File: src/design/ctdrm_pkg.sv
// shared types and constants of the two-drive receive monitor
package ctdrm_pkg;

  typedef enum logic [1:0] {
    KindFrame = 2'd0,
    KindTick  = 2'd1,
    KindClear = 2'd2,
    KindNop   = 2'd3
  } kind_e;

  typedef enum logic [2:0] {
    MsgHeartbeat = 3'd0,
    MsgSdo       = 3'd1,
    MsgTpdo1     = 3'd2,
    MsgTpdo2     = 3'd3,
    MsgNone      = 3'd4
  } msg_e;

  typedef enum logic [2:0] {
    StTick      = 3'd0,
    StHandled   = 3'd1,
    StDropStale = 3'd2,
    StDropNop   = 3'd3,
    StUnknown   = 3'd4,
    StSdoAbort  = 3'd5,
    StCleared   = 3'd6
  } status_e;

  typedef enum logic [2:0] {
    DrvInit       = 3'd0,
    DrvDisabled   = 3'd1,
    DrvReady      = 3'd2,
    DrvSwitchedOn = 3'd3,
    DrvEnabled    = 3'd4,
    DrvUnknown    = 3'd5
  } drive_e;

  localparam logic [1:0] RegFirstId  = 2'd0;
  localparam logic [1:0] RegSecondId = 2'd1;
  localparam logic [1:0] RegHbLimit  = 2'd2;

  localparam logic [11:0] SdoReplyBase  = 12'h580;
  localparam logic [11:0] Tpdo1Base     = 12'h180;
  localparam logic [11:0] Tpdo2Base     = 12'h280;
  localparam logic [11:0] HeartbeatBase = 12'h700;

  localparam logic [7:0] NmtStopped  = 8'h04;
  localparam logic [7:0] NmtPreop    = 8'h7F;
  localparam logic [7:0] SdoAbortCmd = 8'h80;
  localparam logic [7:0] CwReady     = 8'h31;
  localparam logic [7:0] CwSwitchOn  = 8'h33;
  localparam logic [7:0] CwEnabled   = 8'h37;
  localparam logic [7:0] CwDisabled  = 8'h70;
  localparam int unsigned ReachedBit = 2;

  localparam logic [15:0] AgeMax = 16'hFFFF;

  typedef struct packed {
    kind_e       kind;
    msg_e        msg;
    logic        match_node;
    logic        target_node;
    logic        len_one;
    drive_e      drive;
    logic        reach_set;
    logic        sdo_abort;
    logic [63:0] payload;
  } item_t;

  typedef struct packed {
    status_e     status;
    logic        node;
    logic [31:0] speed;
    logic [31:0] position;
    drive_e      drive;
    logic        reached;
    logic [7:0]  nmt;
    logic        alarm;
    logic [31:0] abort_code;
  } result_t;

  function automatic drive_e decode_drive(input logic [7:0] b);
    drive_e d;
    unique case (b)
      CwReady:    d = DrvReady;
      CwSwitchOn: d = DrvSwitchedOn;
      CwEnabled:  d = DrvEnabled;
      CwDisabled: d = DrvDisabled;
      default:    d = DrvUnknown;
    endcase
    return d;
  endfunction

endpackage

File: src/design/ctdrm_fifo.sv
// small first-in first-out queue of packed words
module ctdrm_fifo #(
  parameter int unsigned Width = 8,
  parameter int unsigned Depth = 2
) (
  input  logic             clk_i,
  input  logic             rst_ni,
  input  logic             wr_i,
  input  logic [Width-1:0] wdata_i,
  input  logic             rd_i,
  output logic             full_o,
  output logic             empty_o,
  output logic [Width-1:0] rdata_o
);

  localparam int unsigned PtrW = (Depth > 1) ? $clog2(Depth) : 1;
  localparam int unsigned CntW = $clog2(Depth + 1);

  logic [Width-1:0] mem_q [Depth];
  logic [PtrW-1:0]  wptr_q, wptr_d, rptr_q, rptr_d;
  logic [CntW-1:0]  cnt_q, cnt_d;
  logic             do_wr, do_rd;

  assign full_o  = (cnt_q == CntW'(Depth));
  assign empty_o = (cnt_q == '0);
  assign do_wr   = wr_i && !full_o;
  assign do_rd   = rd_i && !empty_o;
  assign rdata_o = mem_q[rptr_q];

  always_comb begin
    wptr_d = wptr_q;
    rptr_d = rptr_q;
    cnt_d  = cnt_q;
    if (do_wr) begin
      wptr_d = (wptr_q == PtrW'(Depth - 1)) ? '0 : wptr_q + 1'b1;
    end
    if (do_rd) begin
      rptr_d = (rptr_q == PtrW'(Depth - 1)) ? '0 : rptr_q + 1'b1;
    end
    if (do_wr && !do_rd) begin
      cnt_d = cnt_q + 1'b1;
    end else if (do_rd && !do_wr) begin
      cnt_d = cnt_q - 1'b1;
    end
  end

  always_ff @(posedge clk_i or negedge rst_ni) begin
    if (!rst_ni) begin
      wptr_q <= '0;
      rptr_q <= '0;
      cnt_q  <= '0;
    end else begin
      wptr_q <= wptr_d;
      rptr_q <= rptr_d;
      cnt_q  <= cnt_d;
    end
  end

  always_ff @(posedge clk_i) begin
    if (do_wr) begin
      mem_q[wptr_q] <= wdata_i;
    end
  end

endmodule

File: src/design/ctdrm_front.sv
// front end: identifier masking, node and message matching, payload decode
module ctdrm_front (
  input  logic [1:0]       kind_i,
  input  logic [28:0]      frame_id_i,
  input  logic             is_extended_i,
  input  logic [3:0]       data_length_i,
  input  logic [63:0]      payload_i,
  input  logic             target_node_i,
  input  logic [6:0]       first_id_i,
  input  logic [6:0]       second_id_i,
  output ctdrm_pkg::item_t item_o
);

  logic [28:0] id;
  logic [3:0]  hit0, hit1;
  logic [28:0] bases [4];

  assign id = is_extended_i ? frame_id_i : {18'd0, frame_id_i[10:0]};

  assign bases[0] = 29'(ctdrm_pkg::HeartbeatBase);
  assign bases[1] = 29'(ctdrm_pkg::SdoReplyBase);
  assign bases[2] = 29'(ctdrm_pkg::Tpdo1Base);
  assign bases[3] = 29'(ctdrm_pkg::Tpdo2Base);

  always_comb begin
    for (int t = 0; t < 4; t++) begin
      hit0[t] = (id == bases[t] + 29'(first_id_i));
      hit1[t] = (id == bases[t] + 29'(second_id_i));
    end
  end

  always_comb begin
    item_o             = '0;
    item_o.kind        = ctdrm_pkg::kind_e'(kind_i);
    item_o.target_node = target_node_i;
    item_o.len_one     = (data_length_i == 4'd1);
    item_o.payload     = payload_i;
    item_o.drive       = ctdrm_pkg::decode_drive(payload_i[7:0]);
    item_o.reach_set   = payload_i[8 + ctdrm_pkg::ReachedBit];
    item_o.sdo_abort   = (payload_i[7:0] == ctdrm_pkg::SdoAbortCmd);
    item_o.match_node  = 1'b0;
    item_o.msg         = ctdrm_pkg::MsgNone;
    priority if (hit0 != '0) begin
      item_o.match_node = 1'b0;
      priority if (hit0[0]) item_o.msg = ctdrm_pkg::MsgHeartbeat;
      else if (hit0[1])     item_o.msg = ctdrm_pkg::MsgSdo;
      else if (hit0[2])     item_o.msg = ctdrm_pkg::MsgTpdo1;
      else                  item_o.msg = ctdrm_pkg::MsgTpdo2;
    end else if (hit1 != '0) begin
      item_o.match_node = 1'b1;
      priority if (hit1[0]) item_o.msg = ctdrm_pkg::MsgHeartbeat;
      else if (hit1[1])     item_o.msg = ctdrm_pkg::MsgSdo;
      else if (hit1[2])     item_o.msg = ctdrm_pkg::MsgTpdo1;
      else                  item_o.msg = ctdrm_pkg::MsgTpdo2;
    end else begin
      item_o.match_node = 1'b0;
      item_o.msg        = ctdrm_pkg::MsgNone;
    end
  end

endmodule

File: src/design/ctdrm_back.sv
// back end: per-node drive state, gating, heartbeat ages and result build
module ctdrm_back (
  input  logic               clk_i,
  input  logic               rst_ni,
  input  logic               valid_i,
  input  ctdrm_pkg::item_t   item_i,
  input  logic               res_full_i,
  input  logic [15:0]        hb_limit_i,
  output logic               take_o,
  output ctdrm_pkg::result_t result_o
);

  logic [31:0]       speed_q [2], speed_d [2];
  logic [31:0]       pos_q [2], pos_d [2];
  ctdrm_pkg::drive_e drive_q [2], drive_d [2];
  logic [1:0]        reached_q, reached_d;
  logic [7:0]        nmt_q [2], nmt_d [2];
  logic [15:0]       age_q [2], age_d [2];

  logic stale_now, nmt_bad, rnode;
  ctdrm_pkg::status_e status;
  logic [31:0] abort_code;

  assign take_o = valid_i && !res_full_i;

  assign stale_now = (age_q[0] >= hb_limit_i) || (age_q[1] >= hb_limit_i);
  assign nmt_bad   = (nmt_q[0] == ctdrm_pkg::NmtStopped) || (nmt_q[0] == ctdrm_pkg::NmtPreop) ||
                     (nmt_q[1] == ctdrm_pkg::NmtStopped) || (nmt_q[1] == ctdrm_pkg::NmtPreop);

  always_comb begin
    speed_d    = speed_q;
    pos_d      = pos_q;
    drive_d    = drive_q;
    reached_d  = reached_q;
    nmt_d      = nmt_q;
    age_d      = age_q;
    rnode      = item_i.target_node;
    status     = ctdrm_pkg::StTick;
    abort_code = '0;
    unique case (item_i.kind)
      ctdrm_pkg::KindTick: begin
        for (int n = 0; n < 2; n++) begin
          if (age_q[n] != ctdrm_pkg::AgeMax) age_d[n] = age_q[n] + 16'd1;
        end
      end
      ctdrm_pkg::KindClear: begin
        reached_d[item_i.target_node] = 1'b0;
        status = ctdrm_pkg::StCleared;
      end
      ctdrm_pkg::KindFrame: begin
        priority if (item_i.msg == ctdrm_pkg::MsgHeartbeat) begin
          rnode  = item_i.match_node;
          status = ctdrm_pkg::StHandled;
          if (item_i.len_one) begin
            age_d[item_i.match_node] = '0;
            nmt_d[item_i.match_node] = item_i.payload[7:0];
          end
        end else if (stale_now) begin
          status = ctdrm_pkg::StDropStale;
        end else if (nmt_bad) begin
          status = ctdrm_pkg::StDropNop;
        end else if (item_i.msg == ctdrm_pkg::MsgNone) begin
          status = ctdrm_pkg::StUnknown;
        end else begin
          rnode  = item_i.match_node;
          status = ctdrm_pkg::StHandled;
          unique case (item_i.msg)
            ctdrm_pkg::MsgSdo: begin
              if (item_i.sdo_abort) begin
                status     = ctdrm_pkg::StSdoAbort;
                abort_code = item_i.payload[63:32];
              end
            end
            ctdrm_pkg::MsgTpdo1: begin
              speed_d[item_i.match_node] = item_i.payload[31:0];
              pos_d[item_i.match_node]   = item_i.payload[63:32];
            end
            ctdrm_pkg::MsgTpdo2: begin
              drive_d[item_i.match_node] = item_i.drive;
              if (item_i.reach_set) reached_d[item_i.match_node] = 1'b1;
            end
            default: ;
          endcase
        end
      end
      default: ;
    endcase
  end

  always_comb begin
    result_o.status     = status;
    result_o.node       = rnode;
    result_o.speed      = speed_d[rnode];
    result_o.position   = pos_d[rnode];
    result_o.drive      = drive_d[rnode];
    result_o.reached    = reached_d[rnode];
    result_o.nmt        = nmt_d[rnode];
    result_o.alarm      = (age_d[0] >= hb_limit_i) || (age_d[1] >= hb_limit_i);
    result_o.abort_code = abort_code;
  end

  always_ff @(posedge clk_i or negedge rst_ni) begin
    if (!rst_ni) begin
      for (int n = 0; n < 2; n++) begin
        speed_q[n] <= '0;
        pos_q[n]   <= '0;
        drive_q[n] <= ctdrm_pkg::DrvInit;
        nmt_q[n]   <= '0;
        age_q[n]   <= '0;
      end
      reached_q <= 2'b11;
    end else if (take_o) begin
      speed_q   <= speed_d;
      pos_q     <= pos_d;
      drive_q   <= drive_d;
      reached_q <= reached_d;
      nmt_q     <= nmt_d;
      age_q     <= age_d;
    end
  end

endmodule

File: src/design/canopen_two_drive_rx_monitor.sv
// top level of the two-drive receive monitor
// Takes one word per cycle (frame, tick, flag clear or no-op) for two servo
// drives while the item queue is not full. A front end masks and matches the
// identifier and decodes the payload; an item queue of QueueDepth words feeds
// the back end, which holds the per-node state and builds one result per word
// into a result queue of QueueDepth words that drives the result ports. Steady
// throughput is one word per clock while the result queue is not full. Registers
// sit at byte addresses 0 (first node id), 4 (second node id) and 8 (heartbeat
// limit); the user must write them only while the block is idle, and the block
// itself does not enforce this.
module canopen_two_drive_rx_monitor #(
  parameter int unsigned QueueDepth = 2
) (
  input  logic        clk_i,
  input  logic        rst_ni,
  input  logic        psel,
  input  logic        penable,
  input  logic        pwrite,
  input  logic [3:0]  paddr,
  input  logic [31:0] pwdata,
  output logic [31:0] prdata,
  output logic        pready,
  input  logic        push,
  output logic        full,
  input  logic [1:0]  kind_i,
  input  logic [28:0] frame_id_i,
  input  logic        is_extended_i,
  input  logic [3:0]  data_length_i,
  input  logic [63:0] payload_i,
  input  logic        target_node_i,
  output logic        empty,
  input  logic        pop,
  output logic [2:0]  status_o,
  output logic        node_o,
  output logic [31:0] speed_o,
  output logic [31:0] position_o,
  output logic [2:0]  drive_state_o,
  output logic        position_reached_o,
  output logic [7:0]  network_state_o,
  output logic        timeout_alarm_o,
  output logic [31:0] abort_code_o
);

  localparam int unsigned ItemW = $bits(ctdrm_pkg::item_t);
  localparam int unsigned ResW  = $bits(ctdrm_pkg::result_t);

  logic [6:0]  first_id_q, second_id_q;
  logic [15:0] hb_limit_q;
  logic        cfg_wr;

  ctdrm_pkg::item_t   front_item, back_item;
  ctdrm_pkg::result_t back_res, head_res;
  logic [ItemW-1:0]   item_word;
  logic [ResW-1:0]    res_word;
  logic               item_empty, take, res_full;

  assign pready = 1'b1;
  assign cfg_wr = psel && penable && pwrite && pready;

  always_ff @(posedge clk_i or negedge rst_ni) begin
    if (!rst_ni) begin
      first_id_q  <= 7'd1;
      second_id_q <= 7'd2;
      hb_limit_q  <= 16'd2000;
    end else if (cfg_wr) begin
      unique case (paddr[3:2])
        ctdrm_pkg::RegFirstId:  first_id_q  <= pwdata[6:0];
        ctdrm_pkg::RegSecondId: second_id_q <= pwdata[6:0];
        ctdrm_pkg::RegHbLimit:  hb_limit_q  <= pwdata[15:0];
        default: ;
      endcase
    end
  end

  always_comb begin
    unique case (paddr[3:2])
      ctdrm_pkg::RegFirstId:  prdata = {25'd0, first_id_q};
      ctdrm_pkg::RegSecondId: prdata = {25'd0, second_id_q};
      ctdrm_pkg::RegHbLimit:  prdata = {16'd0, hb_limit_q};
      default:                prdata = '0;
    endcase
  end

  ctdrm_front u_front (
    .kind_i        (kind_i),
    .frame_id_i    (frame_id_i),
    .is_extended_i (is_extended_i),
    .data_length_i (data_length_i),
    .payload_i     (payload_i),
    .target_node_i (target_node_i),
    .first_id_i    (first_id_q),
    .second_id_i   (second_id_q),
    .item_o        (front_item)
  );

  ctdrm_fifo #(
    .Width (ItemW),
    .Depth (QueueDepth)
  ) u_item_q (
    .clk_i   (clk_i),
    .rst_ni  (rst_ni),
    .wr_i    (push),
    .wdata_i (front_item),
    .rd_i    (take),
    .full_o  (full),
    .empty_o (item_empty),
    .rdata_o (item_word)
  );

  assign back_item = ctdrm_pkg::item_t'(item_word);

  ctdrm_back u_back (
    .clk_i      (clk_i),
    .rst_ni     (rst_ni),
    .valid_i    (!item_empty),
    .item_i     (back_item),
    .res_full_i (res_full),
    .hb_limit_i (hb_limit_q),
    .take_o     (take),
    .result_o   (back_res)
  );

  ctdrm_fifo #(
    .Width (ResW),
    .Depth (QueueDepth)
  ) u_res_q (
    .clk_i   (clk_i),
    .rst_ni  (rst_ni),
    .wr_i    (take),
    .wdata_i (back_res),
    .rd_i    (pop),
    .full_o  (res_full),
    .empty_o (empty),
    .rdata_o (res_word)
  );

  assign head_res           = ctdrm_pkg::result_t'(res_word);
  assign status_o           = head_res.status;
  assign node_o             = head_res.node;
  assign speed_o            = head_res.speed;
  assign position_o         = head_res.position;
  assign drive_state_o      = head_res.drive;
  assign position_reached_o = head_res.reached;
  assign network_state_o    = head_res.nmt;
  assign timeout_alarm_o    = head_res.alarm;
  assign abort_code_o       = head_res.abort_code;

endmodule

File: config.mk
export PLATFORM = sky130hd
export DESIGN_NAME = canopen_two_drive_rx_monitor
export DESIGN_NICKNAME = d
export VERILOG_FILES = /design/src/design/ctdrm_pkg.sv /design/src/design/ctdrm_fifo.sv /design/src/design/ctdrm_front.sv /design/src/design/ctdrm_back.sv /design/src/design/canopen_two_drive_rx_monitor.sv
export SDC_FILE = /design/constraint.sdc
export NUM_CORES = 1
export LEC_CHECK = 0
export BUFFER_PORTS_ARGS = -buffer_cell sky130_fd_sc_hd__buf_2
export CAP_MARGIN = 25
export CORE_ASPECT_RATIO = 1.4
export CORE_MARGIN = 2
export CORE_UTILIZATION = 60
export DETAILED_ROUTE_END_ITERATION = 7
export GPL_TIMING_DRIVEN = 0
export PLACE_DENSITY = 0.88
export RECOVER_POWER = 25
export SYNTH_ARGS = -nofsm -noshare
export SYNTH_HDL_FRONTEND = slang
export SYNTH_SLANG_ARGS = --single-unit
File: constraint.sdc
create_clock -name clk_i -period 14 [get_ports clk_i]
set_clock_uncertainty 0.05 [all_clocks]
set_input_delay 2.1 -clock clk_i [delete_from_list [all_inputs] [get_ports clk_i]]
set_output_delay 2.1 -clock clk_i [all_outputs]
set_load 0.02 [all_outputs]
==> results by group, run 1 <==
Power
  • Total chip power: 7050 uW
  • Cell Int Power: 4390 uW
  • Flop pwr share: 40.2%
  • PwrDens: 216 mW/mm^2
  • Sw frac: 37.7%
  • Clk pwr share: 21.0%
  • Maximum vdd ir drop: 0.149 mV
  • Logic pwr share: 38.9%
  • Total net switching power: 2660 uW
  • Leak pwr: 0.0133 uW

Floorplan
  • Die X: 188 um
  • Die area: 0.0494 sq mm
  • Die Height: 262 um
  • Floorplan row count: 94
  • IO Count: 292
  • Initial Util: 60.7%
  • CORE AREA: 0.0470 sq mm

GRT
  • Largest net degree at the start of global routing: 119
  • Number of global-route vias before repair: 20200
  • GRT Overall Usage: 28.5%
  • First-pass GRT wire length: 109000 um
  • Initial antenna violation count: 3
  • Total congestion overflow: 0

Synth
  • Cells after synthesis: 2248
  • Syn_area_per_cell: 12.7 sq um
  • Synth Cell Area: 0.0286 sq mm
  • Warnings, synthesis: 0
  • Asr flop ratio synth: 37.0%
  • #FFs+latches synth: 600
  • Predominant post-synthesis flop cell: edfxtp_1
  • Yosys cell types: 75
  • Share of the yosys chip area belonging to registers: 59.2%
  • Number of enable flip-flop cells after synthesis: 378

Routing
  • WL/cell: 22.1 um
  • First-pass iteration count of the detailed router: 6
  • ANT nets after route: 0
  • Vias: 19500
  • Total Routed Length: 71900 um
  • DRT iter0 DRCs: 1559
  • Final routed DRC violation total: 0
  • Via density: 5.99

Critical path
  • CP startpoint kind: primary input
  • Critical Path RT: 13010 ps
  • RR Endpoint: u_res_q.mem_q[1][32]$_DFFE_PP_
  • Worst R2R Start: u_item_q.rptr_q$_DFFE_PN0P_
  • Slowest CP cell: clkbuf_1
  • CP arrival: 6790 ps
  • Crit. End Element: asynchronous set/reset pin
  • Critical Path Sink: u_back.pos_q[54]$_DFFE_PN0P_
  • CP startpoint: rst_ni
  • Crit-path leading delay family: buffers and inverters
  • Critical path buffer and inverter count: 1
  • Critical path, cell by cell: clkbuf_1
  • R2r worst-path depth: 13
  • CP Class: primary input to asynchronous set/reset pin
  • Max incr delay on CP: 4550 ps
  • Reg2Reg Setup Slack: 8450 ps
  • WP depth: 1
  • CP Max Fanout: 118

STA
  • Final Hold Fails: 0
  • Final setup fails: 0
  • Highest Clock Rate: 128 MHz
  • RSZ-0062 raised after global routing: false
  • WHS: 459 ps
  • Final worst slack: 6210 ps
  • Slew margin rel.: -343%
  • Final period utilization: 55.6%
  • Final Critical Period: 7790 ps
  • Final slew viol count: 179
  • Total negative slack: 0 ps
  • Worst-margin pin slew: 6640 ps

CTS
  • Worst-Skew Late Latency: 590 ps
  • Post-CTS sizing: 0
  • CTS max path bufs: 3
  • # clock sinks: 600
  • Reg clk slew, reported paths: 60 ps
  • Post-CTS setup buffer count: 0
  • H-tree depth: 2
  • CTS Hold Buffers Added: 0
  • CTS tree: built
  • Total clock buffers created by CTS: 54
  • CTS Root Cell: clkbuf_16

Worst hold path
  • Hold crit path type: flop to flop
  • HP Start: u_back.reached_q[0]$_DFFE_PN1P_

Placed design
  • GPL Wtd Cong: 0.934
  • PortBufs: 256
  • DP Cell Count: 3155
  • DP HPWL: 50900 um
  • Place WS: 8110 ps

Layout
  • Final std cells w/o fill: 3257
  • Fin nets: 2800
  • Fill cells: 3176
  • Layout cells sized above 1: 23.4%
  • Synthesis-to-layout area growth: 14.3%

Run status
  • Violated checks: max-capacitance violations, max-slew violations
  • Status: finished, violations left

Flow run
  • Max-cap violations: 4
-- cell usage in the layout, fill, tap and decap left out, types with 18 or more instances in the layout --
cell type	count
a21oi_1	296
buf_2	233
buf_4	31
clkbuf_1	116
clkbuf_16	55
dfrtp_1	212
edfxtp_1	378
ha_1	68
inv_1	160
mux2_2	209
mux2i_1	224
nand2_1	91
nand3_1	22
nor2_1	115
o21ai_0	79
xnor2_1	26
xor2_1	18
-- power groups by stage --
stage                     clock (uW)  combinational (uW)  sequential (uW)
after floorplan                    0                1770             2840
after CTS                       1480                2740             2830
after detailed placement           0                2710             2850
final                           1480                2740             2830
after global placement             0                2530             2910
after global routing            1550                2910             2880
-- cells in the mapped netlist, types with 3 or more instances --
master | number | area [sq um]
xor2_1 | 18 | 158
nand3_1 | 22 | 110
a22o_1 | 7 | 61.3
buf_1 | 8 | 30.0
nor3_1 | 9 | 45.0
nor4_1 | 15 | 93.8
o31ai_1 | 11 | 82.6
a21o_1 | 11 | 82.6
a311oi_1 | 3 | 26.3
ha_1 | 68 | 851
o21ai_0 | 79 | 395
a21oi_1 | 296 | 1480
inv_1 | 160 | 601
or3_1 | 3 | 18.8
o21a_1 | 4 | 30.0
nand2b_1 | 13 | 81.3
nor3b_1 | 3 | 22.5
and3_1 | 12 | 75.1
buf_6 | 7 | 78.8
a31oi_1 | 8 | 50.1
buf_12 | 12 | 240
clkbuf_1 | 53 | 199
xnor2_1 | 26 | 228
buf_2 | 26 | 130
and2_1 | 17 | 106
dfstp_2 | 10 | 263
a2bb2oi_1 | 4 | 35.0
nor2_1 | 116 | 435
nand2_1 | 91 | 342
mux2_2 | 209 | 2350
dfrtp_1 | 212 | 5310
nand4_1 | 17 | 106
edfxtp_1 | 378 | 11400
nor2b_1 | 13 | 81.3
mux2i_1 | 224 | 2240
buf_4 | 31 | 233
-- state kept, by name (all words and copies together) (netlist names) --
register,cells
u_back.nmt_q,16
u_res_q.wptr_q,1
hb_limit_q,16
u_back.pos_q,64
u_res_q.rptr_q,1
first_id_q,7
u_back.age_q,32
second_id_q,7
u_res_q.mem_q,226
u_back.drive_q,6
u_item_q.rptr_q,1
u_back.reached_q,2
u_back.speed_q,64
u_res_q.cnt_q,2
u_item_q.wptr_q,1
u_item_q.cnt_q,2
u_item_q.mem_q,152
-- per-layer routing --
layer / vias to the layer above / track usage [%] / routed length (um)
li1: 8781 / - / -
met1: 9613 / 31.9 / 25600
met2: 903 / 52.6 / 37900
met3: 220 / 4.05 / 4580
met4: 4 / 15.9 / 3790
met5: - / 0 / 23
-- area by class of cell --
class	count	area [sq um]	share of cell area, %
Sequential cell	600	16900	51.9
Tap cell	624	781	2.39
Antenna cell	1	2.50	0.00767
Multi-Input combinational cell	1365	10200	31.2
Clock buffer	75	1540	4.72
Clock inverter	25	221	0.679
Timing Repair Buffer	269	1490	4.56
Inverter	160	601	1.84
Buffer	138	907	2.78
-- logic make-up (layout without fill, tap and decap cells) --
logic type               after synthesis  count (layout)  share of synthesized area (%)
AO/OA/AOI/OAI                        453             453                           8.89
XOR/XNOR                              44              44                           1.35
adder cells (fa/ha/maj)               68              68                           2.98
buffers and inverters                298             667                           5.31
flip-flops                           600             600                           59.2
multiplexers                         433             433                           16.1
other                                  2              18                         0.0263
AND/OR/NAND/NOR                      350             350                           6.10
-- through the flow --
step	util [%]	cell area, sq um
finish	69.4	32600
CTS	69.6	32700
detailed placement	65.8	31000
global route	69.4	32600
floorplan	-	28600
global placement	65.2	30700
-- how the worst min path moves through the flow --
stage                     depth (start not counted)                              end
after global placement                            2  u_back.reached_q[1]$_DFFE_PN1P_
after global routing                              2  u_back.reached_q[0]$_DFFE_PN1P_
after floorplan                                   2  u_back.reached_q[0]$_DFFE_PN1P_
after detailed placement                          2  u_back.reached_q[0]$_DFFE_PN1P_
after CTS                                         2  u_back.reached_q[0]$_DFFE_PN1P_
final                                             2  u_back.reached_q[0]$_DFFE_PN1P_
Note: power is estimated with default switching activity, not from simulation.
==> run 2: changes to the inputs <==
CORE_UTILIZATION = 54   (was 60)
PLACE_DENSITY = 0.84   (was 0.88)
clock period = 7.1 ns   (was 14 ns; I/O delays follow)
==> run 2 against run 1 <==
Against the previous run:
- the flow still finishes with violations (max-capacitance violations, max-slew violations)
- sequential share of layout area decreased by 0.60 points
- core utilization shrank 6.1 points
- cell area is 1.2% higher
- total power rose by 100%
- largest cell class unchanged
==> results by group, run 2 (synthesis gave the netlist of run 1 again) <==
Power
  • Maximum vdd ir drop: 0.312 mV
  • Leak pwr: 0.0133 uW
  • PwrDens: 434 mW/mm^2

Placed design
  • PortBufs: 256
  • Placement-stage cell area: 0.0310 sq mm
  • DP HPWL: 51700 um
  • GPL Wtd Cong: 0.919

Routing
  • Total Routed Length: 73700 um
  • First-pass iteration count of the detailed router: 5
  • Vias: 19600
  • DRT iter0 DRCs: 1349
  • Final routed DRC violation total: 0
  • WL/cell: 22.0 um
  • Via density: 5.84
  • ANT nets after route: 0

Layout
  • Commonest cells after routing, fill and taps aside: edfxtp_1 (378), a21oi_1 (296), buf_2 (230)
  • Fin nets: 2799
  • Max reg flops: 226
  • Layout cells sized above 1: 23.5%
  • Post-route cell area: 0.0330 sq mm
  • Synthesis-to-layout area growth: 15.6%
  • Most flop-heavy register: u_res_q.mem_q
  • Fill cells: 3790
  • Regs by FF count: u_res_q.mem_q x226, u_item_q.mem_q x152
  • Most common cell after layout, fill and taps aside: edfxtp_1

Floorplan
  • IO Count: 292
  • Die area: 0.0548 sq mm
  • Die X: 198 um
  • Initial Util: 54.8%
  • Floorplan row count: 99
  • Die Height: 276 um
  • CORE AREA: 0.0521 sq mm

Worst hold path
  • Hold crit path type: primary input to asynchronous set/reset pin

Critical path
  • CP Class: flop to flop
  • Crit. End Element: flop
  • Critical Path RT: 7400 ps
  • CP Max Fanout: 10
  • CP arrival: 5050 ps
  • Reg2Reg Setup Slack: 2360 ps
  • CP startpoint kind: flop

CTS
  • H-tree depth: 2
  • CTS Hold Buffers Added: 0
  • # clock sinks: 600
  • Total clock buffers created by CTS: 56
  • CTS tree: built
  • Post-CTS sizing: 0
  • CTS Root Cell: clkbuf_16
  • Reg clk slew, reported paths: 70 ps
  • CTS max path bufs: 3
  • Worst-Skew Late Latency: 620 ps
  • Post-CTS setup buffer count: 0

STA
  • Final setup fails: 0
  • Highest Clock Rate: 211 MHz
  • Final Hold Fails: 0
  • Slew margin rel.: -109%
  • Final period utilization: 66.8%
  • Final Critical Period: 4740 ps
  • RSZ-0062 raised after global routing: false
  • Final slew viol count: 157
  • Worst-margin pin slew: 3140 ps
  • Total negative slack: 0 ps

GRT
  • Initial antenna violation count: 8
  • Number of global-route vias before repair: 20500
  • Largest net degree at the start of global routing: 121
  • GRT Overall Usage: 26.8%
  • Total congestion overflow: 0
  • First-pass GRT wire length: 113000 um

Run status
  • Status: finished, violations left
  • Violated checks: max-capacitance violations, max-slew violations

Flow run
  • Max-cap violations: 2
## run 2: changes by cell type in the layout (fill, tap and decap cells not counted), sizes merged
| cell | change |
|---|---|
| bufinv | +9 |
| clkinv | -6 |
| diode | +5 |
| buf | -2 |
| clkbuf | +1 |
| clkinvlp | +1 |
## run 2: worst max-delay path, cell delays in order, from the launching register on
cell,delay (ps)
dfrtp_1,500
buf_6,200
mux2i_1,300
nor2b_1,400
and4_1,240
buf_2,270
buf_2,350
buf_1,450
nor2_1,120
ha_1,310
a21o_1,160
a21o_1,180
a221oi_1,260
o21ai_0,230
a311o_1,450
## run 2: per-stage QoR
| step | setup WS (ps) | utilization (%) | hold slack (ps) | power [uW] | cells |
|---|---|---|---|---|---|
| 6_report | 2360 | 63.3 | 413 | 14300 | 3348 |
| 5_1_grt | 2180 | 63.3 | 467 | 15000 | 3346 |
| 4_1_cts | 2460 | 63.4 | 448 | 14400 | 3341 |
| 3_5_place_dp | 2490 | 59.5 | 439 | 11000 | 3235 |
| 3_3_place_gp | -2610 | 59.0 | 420 | 10600 | 3226 |
| 2_1_floorplan | 803 | - | 409 | 9090 | 2263 |
## run 2: cell type report
class,instances,area [sq um],area share [%]
diodes,6,15.0,0.0455
plain buffers,138,916,2.77
clock buffers,77,1570,4.76
clock inverters,29,482,1.46
inverters,160,601,1.82
multi-input cells,1365,10200,30.9
flip-flops and latches,600,16900,51.3
well taps,707,885,2.68
repair buffers,266,1430,4.32
## run 2: power breakdown
part	total, uW	internal, uW	leakage (uW)	switching [uW]
Combinational	5420	1860	0.00576	3570
Clock	3330	1990	0.000986	1330
Sequential	5590	5160	0.00659	432
## run 2: worst paths after layout
path / startpoint / endpoint / depth (start not counted)
min: rst_ni / first_id_q[6]$_DFFE_PN0P_ / 1
max: u_item_q.rptr_q$_DFFE_PN0P_ / u_res_q.mem_q[1][32]$_DFFE_PP_ / 14
max in group asynchronous: rst_ni / u_back.pos_q[23]$_DFFE_PN0P_ / 2
min reg2reg: u_back.reached_q[1]$_DFFE_PN1P_ / u_back.reached_q[1]$_DFFE_PN1P_ / 2
min in group clk_i: u_back.reached_q[1]$_DFFE_PN1P_ / u_back.reached_q[1]$_DFFE_PN1P_ / 2
max reg2reg: u_item_q.rptr_q$_DFFE_PN0P_ / u_res_q.mem_q[1][32]$_DFFE_PP_ / 14
## run 2: routing by layer
layer  track usage (%)  routed length, um  vias up
met5                 0                 31        -
met4              13.2               3550        4
met3              5.12               5060      200
met2              48.2              38500      834
met1              30.2              26600     9694
li1                  -                  -     8818
==> run 3: changes to the inputs <==
clock period = 4.3 ns   (was 7.1 ns; I/O delays follow)
==> run 3 against run 2 <==
Against the previous run:
- the run still ends with max-capacitance violations, max-slew violations left
- setup slack worse by 2200 ps
- clock power grew 53%
- sequential cell count did not move
- largest cell class unchanged
==> results by group, run 3 (synthesis gave the netlist of run 1 again) <==
Run status
  • Status: finished, violations left
  • Violated checks: max-capacitance violations, max-slew violations

Routing
  • ANT nets after route: 0
  • First-pass iteration count of the detailed router: 5
  • Vias: 19400
  • Via density: 5.79
  • WL/cell: 21.6 um
  • DRT iter0 DRCs: 1488
  • Final routed DRC violation total: 0
  • Total Routed Length: 72100 um

Critical path
  • CP Class: flop to output port
  • CP Max Fanout: 10
  • Critical Path RT: 3610 ps
  • CP arrival: 3460 ps
  • CP startpoint kind: flop
  • Crit. End Element: output port

Layout
  • Fill cells: 3834
  • Layout cells sized above 1: 23.9%
  • Most flop-heavy register: u_res_q.mem_q
  • Synthesis-to-layout area growth: 15.2%
  • Most common cell after layout, fill and taps aside: edfxtp_1
  • Regs by FF count: u_res_q.mem_q x226, u_item_q.mem_q x152
  • Max reg flops: 226
  • Fin nets: 2799
  • Final core utilization: 63.1%
  • Commonest cells after routing, fill and taps aside: edfxtp_1 (378), a21oi_1 (296), buf_2 (233)

Floorplan
  • CORE AREA: 0.0521 sq mm
  • IO Count: 292
  • Die area: 0.0548 sq mm
  • Die X: 198 um
  • Floorplan row count: 99
  • Initial Util: 54.8%
  • Die Height: 276 um

STA
  • Highest Clock Rate: 241 MHz
  • Slew margin rel.: -88.4%
  • Final period utilization: 96.6%
  • Final Critical Period: 4150 ps
  • Final Hold Fails: 0
  • Final setup fails: 0
  • Worst-margin pin slew: 2830 ps
  • Final worst slack: 148 ps
  • Final slew viol count: 108

Power
  • Logic pwr share: 38.4%
  • Total chip power: 23200 uW
  • PwrDens: 706 mW/mm^2
  • Sw frac: 37.5%
  • Leak pwr: 0.0133 uW
  • Maximum vdd ir drop: 0.584 mV
  • Cell Int Power: 14500 uW
  • Clk pwr share: 21.9%
  • Total net switching power: 8710 uW
  • Flop pwr share: 39.7%

Placed design
  • Place WS: -253 ps
  • DP HPWL: 51100 um
  • GPL Wtd Cong: 0.910
  • PortBufs: 256

CTS
  • # clock sinks: 600
  • CTS Root Cell: clkbuf_16
  • CTS max path bufs: 3
  • Total clock buffers created by CTS: 55
  • Post-CTS setup buffer count: 0
  • H-tree depth: 2
  • Reg clk slew, reported paths: 60 ps
  • CTS tree: built
  • CTS Hold Buffers Added: 0
  • Worst-Skew Late Latency: 630 ps
  • Post-CTS sizing: 5

GRT
  • Largest net degree at the start of global routing: 116
  • Initial antenna violation count: 4
  • Number of global-route vias before repair: 20000
  • GRT Overall Usage: 26.2%
  • Total congestion overflow: 0
  • First-pass GRT wire length: 111000 um

Flow run
  • Max-cap violations: 1

Worst hold path
  • Hold crit path type: primary input to flop
## run 3: changes by cell type in the layout (fill, tap and decap cells not counted), moves of 4 or more
cell	change
bufinv_16	-5
clkbuf_1	-11
clkinv_1	+5
clkinv_2	+8
diode_2	-4
## run 3: power groups by stage
stage	Sequential (uW)	Clock, uW	Combinational [uW]
global route	9370	5360	9530
CTS	9200	5140	8950
floorplan	9130	0	5760
finish	9210	5100	8920
global placement	9300	0	8350
detailed placement	9290	0	8860
## run 3: area by class of cell
cell class | count | area, sq um | share of cell area, %
buffer | 138 | 925 | 2.81
antenna | 2 | 5.00 | 0.0152
tap | 707 | 885 | 2.69
inverter | 160 | 601 | 1.83
clock inverter | 32 | 372 | 1.13
clock buffer | 70 | 1510 | 4.60
timing repair buffer | 267 | 1460 | 4.45
sequential | 600 | 16900 | 51.4
multi-input combinational | 1365 | 10200 | 31.1
## run 3: metrics by stage
| stage | TNS, ps | hold slack (ps) | area, sq um | cells |
|---|---|---|---|---|
| 2_1_floorplan | 0 | 299 | 28600 | 2263 |
| 3_3_place_gp | -367380 | 422 | 30800 | 3226 |
| 3_5_place_dp | -507 | 431 | 31000 | 3235 |
| 4_1_cts | 0 | 45.2 | 32900 | 3337 |
| 5_1_grt | -1.52 | 133 | 32900 | 3340 |
| 6_report | 0 | 150 | 32900 | 3341 |
## run 3: per-layer routing
| layer | up-vias | share of wire, % | GRT usage [%] |
|---|---|---|---|
| li1 | 8800 | - | - |
| met1 | 9555 | 36 | 29.7 |
| met2 | 823 | 52 | 47.4 |
| met3 | 176 | 6.8 | 4.93 |
| met4 | 4 | 4.3 | 11.8 |
| met5 | - | 0.025 | 0 |
## run 3: final timing paths
path | from | end | slack (ps) | cells after the start
setup / recovery | u_res_q.rptr_q$_DFFE_PN0P_ | drive_state_o[1] | 150 | 5
hold / removal | payload_i[49] | u_item_q.mem_q[1][49]$_DFFE_PP_ | 150 | 1
setup reg to reg | u_item_q.rptr_q$_DFFE_PN0P_ | u_res_q.mem_q[0][32]$_DFFE_PP_ | 160 | 13
hold reg to reg | u_back.reached_q[0]$_DFFE_PN1P_ | u_back.reached_q[0]$_DFFE_PN1P_ | 440 | 2
max in group asynchronous | rst_ni | u_back.pos_q[24]$_DFFE_PN0P_ | 1670 | 1
min in group asynchronous | rst_ni | first_id_q[2]$_DFFE_PN0P_ | 830 | 1
## run 3: worst max-delay path, cell delays in order, from the launching register on
cell and delay (ps):
dfrtp_1 320, clkbuf_1 400, clkbuf_1 840, clkbuf_1 640, mux2_2 460, buf_2 170
